===== src/hdl/oaht_pkg.sv =====
`default_nettype none

package oaht_pkg;

  localparam int unsigned DEF_TABLE_DEPTH = 256;
  localparam int unsigned DEF_VALUE_BITS  = 32;

  localparam int unsigned KEY_W       = 31;
  localparam int unsigned IN_VALUE_W  = 32;
  localparam int unsigned SIZE_W      = 9;
  localparam int unsigned CFG_IDX_W   = 2;
  localparam int unsigned CFG_DATA_W  = 9;
  localparam int unsigned SLOT_W      = 8;
  localparam int unsigned MARK_W      = 2;

  localparam int unsigned REM_BITS_PER_CYCLE = 4;

  localparam logic [CFG_IDX_W-1:0] CFG_PROBE_MODE   = 2'd0;
  localparam logic [CFG_IDX_W-1:0] CFG_TABLE_SIZE   = 2'd1;
  localparam logic [CFG_IDX_W-1:0] CFG_STEP_DIVISOR = 2'd2;

  localparam logic              RST_PROBE_MODE   = 1'b0;
  localparam logic [SIZE_W-1:0] RST_TABLE_SIZE   = 9'd256;
  localparam logic [SIZE_W-1:0] RST_STEP_DIVISOR = 9'd251;

  localparam logic MODE_LINEAR = 1'b0;
  localparam logic MODE_DOUBLE = 1'b1;

  localparam logic ACT_INSERT = 1'b0;
  localparam logic ACT_ERASE  = 1'b1;

  typedef enum logic [MARK_W-1:0] {
    MARK_EMPTY = 2'd0,
    MARK_USED  = 2'd1,
    MARK_GONE  = 2'd2
  } mark_e;

  typedef enum logic [1:0] {
    ST_INSERTED = 2'd0,
    ST_FULL     = 2'd1,
    ST_ERASED   = 2'd2,
    ST_MISSING  = 2'd3
  } status_e;

  typedef struct packed {
    logic                  action;
    logic [KEY_W-1:0]      key;
    logic [IN_VALUE_W-1:0] value;
  } req_t;

  typedef struct packed {
    status_e           status;
    logic [SLOT_W-1:0] slot_index;
  } rsp_t;

endpackage

`default_nettype wire


===== src/hdl/oaht_rem.sv =====
`default_nettype none

module oaht_rem #(
  parameter int unsigned DIVIDEND_W = 31,
  parameter int unsigned DIVISOR_W  = 9
) (
  input  wire logic                  clk_i,
  input  wire logic                  rst_ni,
  input  wire logic                  start_i,
  input  wire logic [DIVIDEND_W-1:0] dividend_i,
  input  wire logic [DIVISOR_W-1:0]  divisor_i,
  output logic                       done_o,
  output logic      [DIVISOR_W-1:0]  rem_o
);

  localparam int unsigned BPC   = oaht_pkg::REM_BITS_PER_CYCLE;
  localparam int unsigned STEPS = (DIVIDEND_W + BPC - 1) / BPC;
  localparam int unsigned PAD_W = STEPS * BPC;
  localparam int unsigned CNT_W = $clog2(STEPS + 1);

  logic [PAD_W-1:0]     shift_q;
  logic [DIVISOR_W-1:0] div_q;
  logic [DIVISOR_W-1:0] rem_q, rem_d;
  logic [CNT_W-1:0]     cnt_q;
  logic                 done_q;

  always_comb begin
    logic [DIVISOR_W:0] t;
    rem_d = rem_q;
    for (int b = 0; b < int'(BPC); b++) begin
      t = {rem_d, shift_q[PAD_W-1-b]};
      if (t >= {1'b0, div_q}) begin
        t = t - {1'b0, div_q};
      end
      rem_d = t[DIVISOR_W-1:0];
    end
  end

  always_ff @(posedge clk_i or negedge rst_ni) begin
    if (!rst_ni) begin
      cnt_q  <= '0;
      done_q <= 1'b0;
    end else if (start_i) begin
      cnt_q  <= CNT_W'(STEPS);
      done_q <= 1'b0;
    end else if (cnt_q != '0) begin
      cnt_q  <= cnt_q - CNT_W'(1);
      done_q <= (cnt_q == CNT_W'(1));
    end else begin
      done_q <= 1'b0;
    end
  end

  always_ff @(posedge clk_i) begin
    if (start_i) begin
      shift_q <= PAD_W'(dividend_i);
      div_q   <= divisor_i;
      rem_q   <= '0;
    end else if (cnt_q != '0) begin
      shift_q <= shift_q << BPC;
      rem_q   <= rem_d;
    end
  end

  assign done_o = done_q;
  assign rem_o  = rem_q;

endmodule

`default_nettype wire


===== config.mk =====
export PLATFORM = sky130hd
export DESIGN_NAME = oaht_rem
export DESIGN_NICKNAME = d
export VERILOG_FILES = /design/src/hdl/oaht_pkg.sv /design/src/hdl/oaht_rem.sv
export SDC_FILE = /design/constraint.sdc
export NUM_CORES = 1
export LEC_CHECK = 0
export BUFFER_PORTS_ARGS = -buffer_cell sky130_fd_sc_hd__buf_4
export CELL_PAD_IN_SITES_DETAIL_PLACEMENT = 0
export CELL_PAD_IN_SITES_GLOBAL_PLACEMENT = 1
export CORE_MARGIN = 1.5
export CORE_UTILIZATION = 42
export CTS_BUF_LIST = sky130_fd_sc_hd__clkbuf_4 sky130_fd_sc_hd__clkbuf_8 sky130_fd_sc_hd__clkbuf_16
export CTS_CLUSTER_DIAMETER = 120
export DETAILED_ROUTE_END_ITERATION = 16
export GPL_TIMING_DRIVEN = 1
export PLACE_DENSITY_LB_ADDON = 0.1
export SLEW_MARGIN = 20
export SYNTH_ARGS = -nofsm -noshare
export SYNTH_HDL_FRONTEND = slang
export SYNTH_SLANG_ARGS = --single-unit

===== constraint.sdc =====
create_clock -name clk_i -period 7.7 [get_ports clk_i]
set_clock_uncertainty 0.1 [all_clocks]
set_input_delay 0 -clock clk_i [delete_from_list [all_inputs] [get_ports clk_i]]
set_output_delay 0 -clock clk_i [all_outputs]
set_load 0.02 [all_outputs]

Word level (Yosys, flattened, before mapping)
Index checks and enable logic that the tools add are counted.
{"block": "word_totals", "inputBits": 43, "out_inout_bits": 10, "register_bits": 55, "wordCells": 28}
{"block": "classes", "n_addsub": 5, "order_cmp": 4, "n_eq_ne": 1, "reduce_logical": 2, "mux": 10}
{"operator": "two-way mux 31 bit", "count": 2}
{"operator": ">= comparator 10 x 9 -> 1 bit", "count": 4}
{"operator": "two-way mux 9 bit", "count": 4}
{"operator": "subtractor 9 bit", "count": 4}
{"operator": "two-way mux 4 bit", "count": 2}
{"operator": "equality test 4 x 1 -> 1 bit, second input constant", "count": 1}
{"operator": "nonzero test 4 bit", "count": 1}
{"operator": "subtractor 4 x 1 -> 4 bit, second input constant", "count": 1}
{"operator": "two-way mux 1 bit", "count": 2}
{"operator": "nonzero test 2 bit", "count": 1}

Longest topological paths before layout
{"block": "depth", "depth_word": 8, "mapped_depth": 40, "ltp_nobuf": 37}

Least setup slack after synthesis
OpenSTA, ideal clock, no wires.
{"block": "synth_path", "kind": "register to register", "from": "register div_q[0]", "to": "register rem_q[1], in the netlist rem_o[1]", "t_required_ps": 7497, "arrival_ps": 8050, "n_path_buf": 3, "slack_ps": -553, "setup_ps": 103, "path_stages_with_launch": 36, "cell_sequence": "edfxtp_1 ha_1 inv_1 fa_1 a211oi_1 nor3_1 a211oi_2 buf_2 mux2i_1 inv_1 ha_1 a21oi_1 o21ai_0 a21o_1 a211o_1 nor2_2 buf_2 mux2_2 ha_1 a211oi_1 nor2_1 o31ai_1 nand2_1 o41ai_4 buf_6 o21ai_0 fa_1 a21o_1 a21oi_1 o22ai_1 nor2_1 o21ai_0 a21oi_1 o221ai_4 nor3b_2 a2111oi_2"}
{"block": "synth_between", "elab_chain_cells": 8, "word_cells_on_any_way": 12}
{"item": "start: declaration", "line_no": "oaht_rem.sv:22", "source": "logic [DIVISOR_W-1:0] div_q;"}
{"item": "start signal: assignment", "line_no": "oaht_rem.sv:57", "source": "div_q <= divisor_i;"}
{"item": "subtractor 9 bit / >= comparator 10 x 9 -> 1 bit (equally long branches)", "line_no": "oaht_rem.sv:33, oaht_rem.sv:32"}
{"item": "two-way mux 9 bit", "line_no": "oaht_rem.sv:32", "source": "if (t >= {1'b0, div_q}) begin"}
{"item": "subtractor 9 bit / >= comparator 10 x 9 -> 1 bit (equally long branches)", "line_no": "oaht_rem.sv:33, oaht_rem.sv:32"}
{"item": "two-way mux 9 bit", "line_no": "oaht_rem.sv:32"}
{"item": "subtractor 9 bit / >= comparator 10 x 9 -> 1 bit (equally long branches)", "line_no": "oaht_rem.sv:33, oaht_rem.sv:32"}
{"item": "two-way mux 9 bit", "line_no": "oaht_rem.sv:32"}
{"item": ">= comparator 10 x 9 -> 1 bit / subtractor 9 bit (equally long branches)", "line_no": "oaht_rem.sv:32, oaht_rem.sv:33"}
{"item": "two-way mux 9 bit *", "line_no": "oaht_rem.sv:32"}
{"item": "end signal: assignment", "line_no": "oaht_rem.sv:61", "source": "rem_q <= rem_d;"}
{"item": "end: declaration", "line_no": "oaht_rem.sv:23", "source": "logic [DIVISOR_W-1:0] rem_q, rem_d;"}
Every way passes the cells marked *; elsewhere a longest branch is shown, timed or not.
A chain may end at the register's enable or synchronous reset.

Worst setup path in the final report
{"block": "layout_path", "from": "register div_q[0]", "to": "register rem_q[2], in the netlist rem_o[2]"}
{"block": "layout_between", "elab_chain_cells": 8, "word_cells_on_any_way": 12}
{"item": "subtractor 9 bit / >= comparator 10 x 9 -> 1 bit (equally long branches)", "line_no": "oaht_rem.sv:33, oaht_rem.sv:32"}
{"item": "two-way mux 9 bit", "line_no": "oaht_rem.sv:32"}
{"item": ">= comparator 10 x 9 -> 1 bit / subtractor 9 bit (equally long branches)", "line_no": "oaht_rem.sv:32, oaht_rem.sv:33"}
{"item": "two-way mux 9 bit", "line_no": "oaht_rem.sv:32"}
{"item": "subtractor 9 bit / >= comparator 10 x 9 -> 1 bit (equally long branches)", "line_no": "oaht_rem.sv:33, oaht_rem.sv:32"}
{"item": "two-way mux 9 bit", "line_no": "oaht_rem.sv:32"}
{"item": "subtractor 9 bit / >= comparator 10 x 9 -> 1 bit (equally long branches)", "line_no": "oaht_rem.sv:33, oaht_rem.sv:32"}
{"item": "two-way mux 9 bit *", "line_no": "oaht_rem.sv:32"}
Marks and branches as above.

==> impl_metrics.csv <==
group,metric,value,unit
outcome,status,"completed",
run,drv_cap,0,
setup_path,r2r_slack,0.17,ns
setup_path,reg2reg_depth,36,
die,die_h,104,um
placed_design,pre_cts_slack,-0.0315,ns
timing,hold_viol,0,
die,start_util,0.433,
grt,grt_max_degree,58,
die,fp-row-count,36,
clock_network,htreeDepth,2,
routing,final_antenna_net_count,0,
setup_path,crit_top_cell,"a21oi_2",
setup_path,endpoint,"rem_o[2]",
setup_path,setup.worst_path.class,"reg2reg",
yosys,ys_ff_latch,55,
timing,worst_slack,0.165,ns
clock_network,cts_tree,"built",
routing,drc,0,
clock_network,cts_sinks,55,
setup_path,path_max_fanout,8,
timing,period_share,0.979,
clock_network,cts_buffers,5,
die,io_pins,53,
yosys,synthDistinctLibCells,68,
cells_and_area,antennaDiodeCount,0,
grt,grt_overflow,0,
yosys,netlist_area,0.00425,mm^2
yosys,ys_warn_count,0,
timing,period_minus_slack,7.53,ns
timing,drv_slew,0,
routing,vias,3737,
setup_path,cp_data_required_time,7.84,ns
grt,grt_use_total,0.228,
grt,antenna_found_initial,0,
yosys,synth_enable_flop_cells,40,
cells_and_area,fill_cells,852,
timing,worstMarginPinSlew,0.681,ns
cells_and_area,syn2layout_area_growth,46.5,%
placed_design,numPortBuffers,52,
timing,fin_tns_setup,0,ns
routing,viasPerCell,5.38,
yosys,syn_nets,490,
yosys,synthFlopType,"edfxtp_1",
timing,slew_headroom,0.546,
placed_design,place_area,0.00514,mm^2
yosys,avgSynthCellArea,10.5,um^2
grt,grt_pass1_vias,3740,
yosys,synthArstFlopShare,0.0909,
grt,grt_pass1_wl,19.2,mm
routing,drt-initial-drc-count,155,
yosys,synth_top_area_cell,"edfxtp_1",
routing,firstDrtPassIters,4,
timing,rsz0062_at_grt,"yes",
setup_path,critPathCaptureType,"flop",
clock_network,clk_pin_slew,0.10,ns
die,die_area,0.0107,mm^2
setup_path,startpoint_type,"flop",
cells_and_area,fin_nets,646,
timing,clock.fmax,0.133,GHz
setup_path,cp_slowest_cell,"edfxtp_1",
clock_network,clk_latency,0.32,ns
setup_path,slowest_delay,0.45,ns
routing,wl,12.6,mm
die,die_w,104,um
clock_network,cts_max_path_buffers,2,
yosys,yosysSeqAreaShare,0.359,
clock_network,clockRootBuffer,"clkbuf_8",
yosys,synth_top_area_share,0.282,
placed_design,hpwl,8.86,mm
timing,setup_viol,0,
worst_hold_path,min_path_type,"in2reg",
cells_and_area,drive_gt1_frac,0.417,
setup_path,critical_path.startpoint,"div_q[0]",
cells_and_area,fin_area,0.00623,mm^2
yosys,synth_cells,404,
placed_design,post-place-cells,620,
cells_and_area,stdcell_count,694,
die,core,0.00982,mm^2
setup_path,timing.rr.end,"rem_o[2]",
yosys,synth_area_leaders,"edfxtp_1 (28%), ha_1 (11%), mux2_2 (7.9%)",
setup_path,reg2reg_from,"div_q[0]",
placed_design,place_congestion,0.917,
routing,wire_per_inst,18.2,um
setup_path,crit_arrival,7.68,ns
## logic make-up (layout without fill, tap and decap cells)
family                     count (synthesis)  count (layout)  synth area share
AOI/OAI and AO/OA                        105             105             0.189
and+or+nand+nor                           94              95             0.119
DFF                                       55              55             0.359
muxes                                     44              44             0.114
adders and majority gates                 43              43             0.134
buffers and inverters                     40             196            0.0388
xor gates and xnor gates                  23              23            0.0474
## sequential cells by signal (all words and copies together), names as in the netlist
register and cells:
shift_q 32, div_q 9, rem_o 9, done_o 1, cnt_q 4
## critical path: cells and delay by family, from the launching register on
kind / cells / cell delay [ns]
flops: 1 / 0.45
mux: 3 / 0.65
compound gates: 16 / 3.24
buf+inv: 7 / 0.89
simple gates: 5 / 0.73
fa+ha+maj: 5 / 1.38
## cell type report
cell class                 count  area, um^2  share of cell area
tap                          133         166              0.0267
inverter                      29         109              0.0175
multi-input combinational    310        2950               0.473
clock inverter                 3        38.8             0.00623
timing repair buffer         159        1370               0.220
clock buffer                   5        68.8              0.0110
sequential                    55        1530               0.245
## cell usage after synthesis (2+ instances only)
| library cell | n |
|---|---|
| nand2b_1 | 5 |
| xor2_1 | 8 |
| a21o_1 | 10 |
| nor3_1 | 8 |
| o21bai_1 | 2 |
| ha_1 | 39 |
| o31ai_1 | 3 |
| o211a_1 | 2 |
| o2111ai_1 | 2 |
| mux2i_1 | 12 |
| inv_1 | 29 |
| a211oi_1 | 10 |
| dfxtp_1 | 10 |
| o21ai_1 | 2 |
| nand3b_1 | 2 |
| nand3_1 | 2 |
| xnor2_1 | 15 |
| o221ai_1 | 4 |
| a21oi_1 | 24 |
| and3_1 | 2 |
| a211oi_2 | 3 |
| o31a_1 | 2 |
| o21a_1 | 4 |
| nor2_1 | 24 |
| nand2_1 | 23 |
| o21ai_0 | 14 |
| a311o_1 | 2 |
| buf_2 | 3 |
| clkbuf_1 | 5 |
| mux2_2 | 30 |
| or2_2 | 4 |
| dfrtp_1 | 5 |
| and2_1 | 5 |
| nor2b_1 | 4 |
| edfxtp_1 | 40 |
| a211o_1 | 5 |
| fa_1 | 4 |
| a31oi_1 | 3 |
| nand4_1 | 4 |
## per-stage QoR
step	hold slack, ns	utilization
finish	0.121	0.634
CTS	0.122	0.594
global route	0.163	0.634
floorplan	-0.396	-
detailed placement	-0.295	0.523
global placement	-0.296	0.523
## worst min-delay path by stage
stage / startpoint / endpoint / slack, ns / depth (start not counted)
floorplan: rst_ni / cnt_q[0] / -0.40 / 0
global placement: rst_ni / cnt_q[0] / -0.30 / 1
detailed placement: rst_ni / cnt_q[0] / -0.29 / 1
CTS: start_i / cnt_q[0] / 0.12 / 2
global route: start_i / div_q[3] / 0.16 / 1
finish: start_i / div_q[3] / 0.12 / 1
## cell usage in the layout, fill, tap and decap left out, types with 3 or more instances in the layout
master / netlist / layout
mux2_2: 30 / 29
o21ai_1: 2 / 5
o31ai_2: 1 / 4
a21o_1: 10 / 10
a31oi_1: 3 / 3
dlygate4sd3_1: 0 / 42
fa_2: 0 / 4
edfxtp_1: 40 / 40
ha_4: 0 / 10
a211oi_2: 3 / 3
dfrtp_1: 5 / 5
inv_1: 29 / 23
clkbuf_8: 0 / 5
xnor2_1: 15 / 15
dfxtp_1: 10 / 9
a21oi_1: 24 / 15
nor2b_1: 4 / 4
mux2i_4: 0 / 5
buf_4: 1 / 107
nand2_1: 23 / 23
inv_2: 0 / 6
nor2_1: 24 / 23
o21a_1: 4 / 4
o21ai_0: 14 / 8
xor2_1: 8 / 8
o21ai_2: 0 / 3
buf_6: 1 / 7
nor3_1: 8 / 7
ha_2: 0 / 3
and2_1: 5 / 5
a211oi_1: 10 / 8
or2_2: 4 / 4
a21oi_2: 1 / 10
a211o_1: 5 / 4
nand2b_1: 5 / 4
nand4_1: 4 / 4
ha_1: 39 / 26
mux2i_1: 12 / 6
## repair_timing
action	CTS	global route
buffers inserted	6	16
cloned	2	0
hold buffers	42	0
endpoints found under the setup margin	5	9
pin swaps	6	40
hold endpoints to repair	45	0
gates resized for setup	16	55
## routing by layer
layer  GRT usage  routed length (um)
met1       0.287                5310
met2       0.371                5980
met3      0.0428                 649
met4       0.121                 684
met5           0                   0
Power is not shown: default switching activity piles up to over one toggle a cycle in this logic, so the estimate is an artifact.
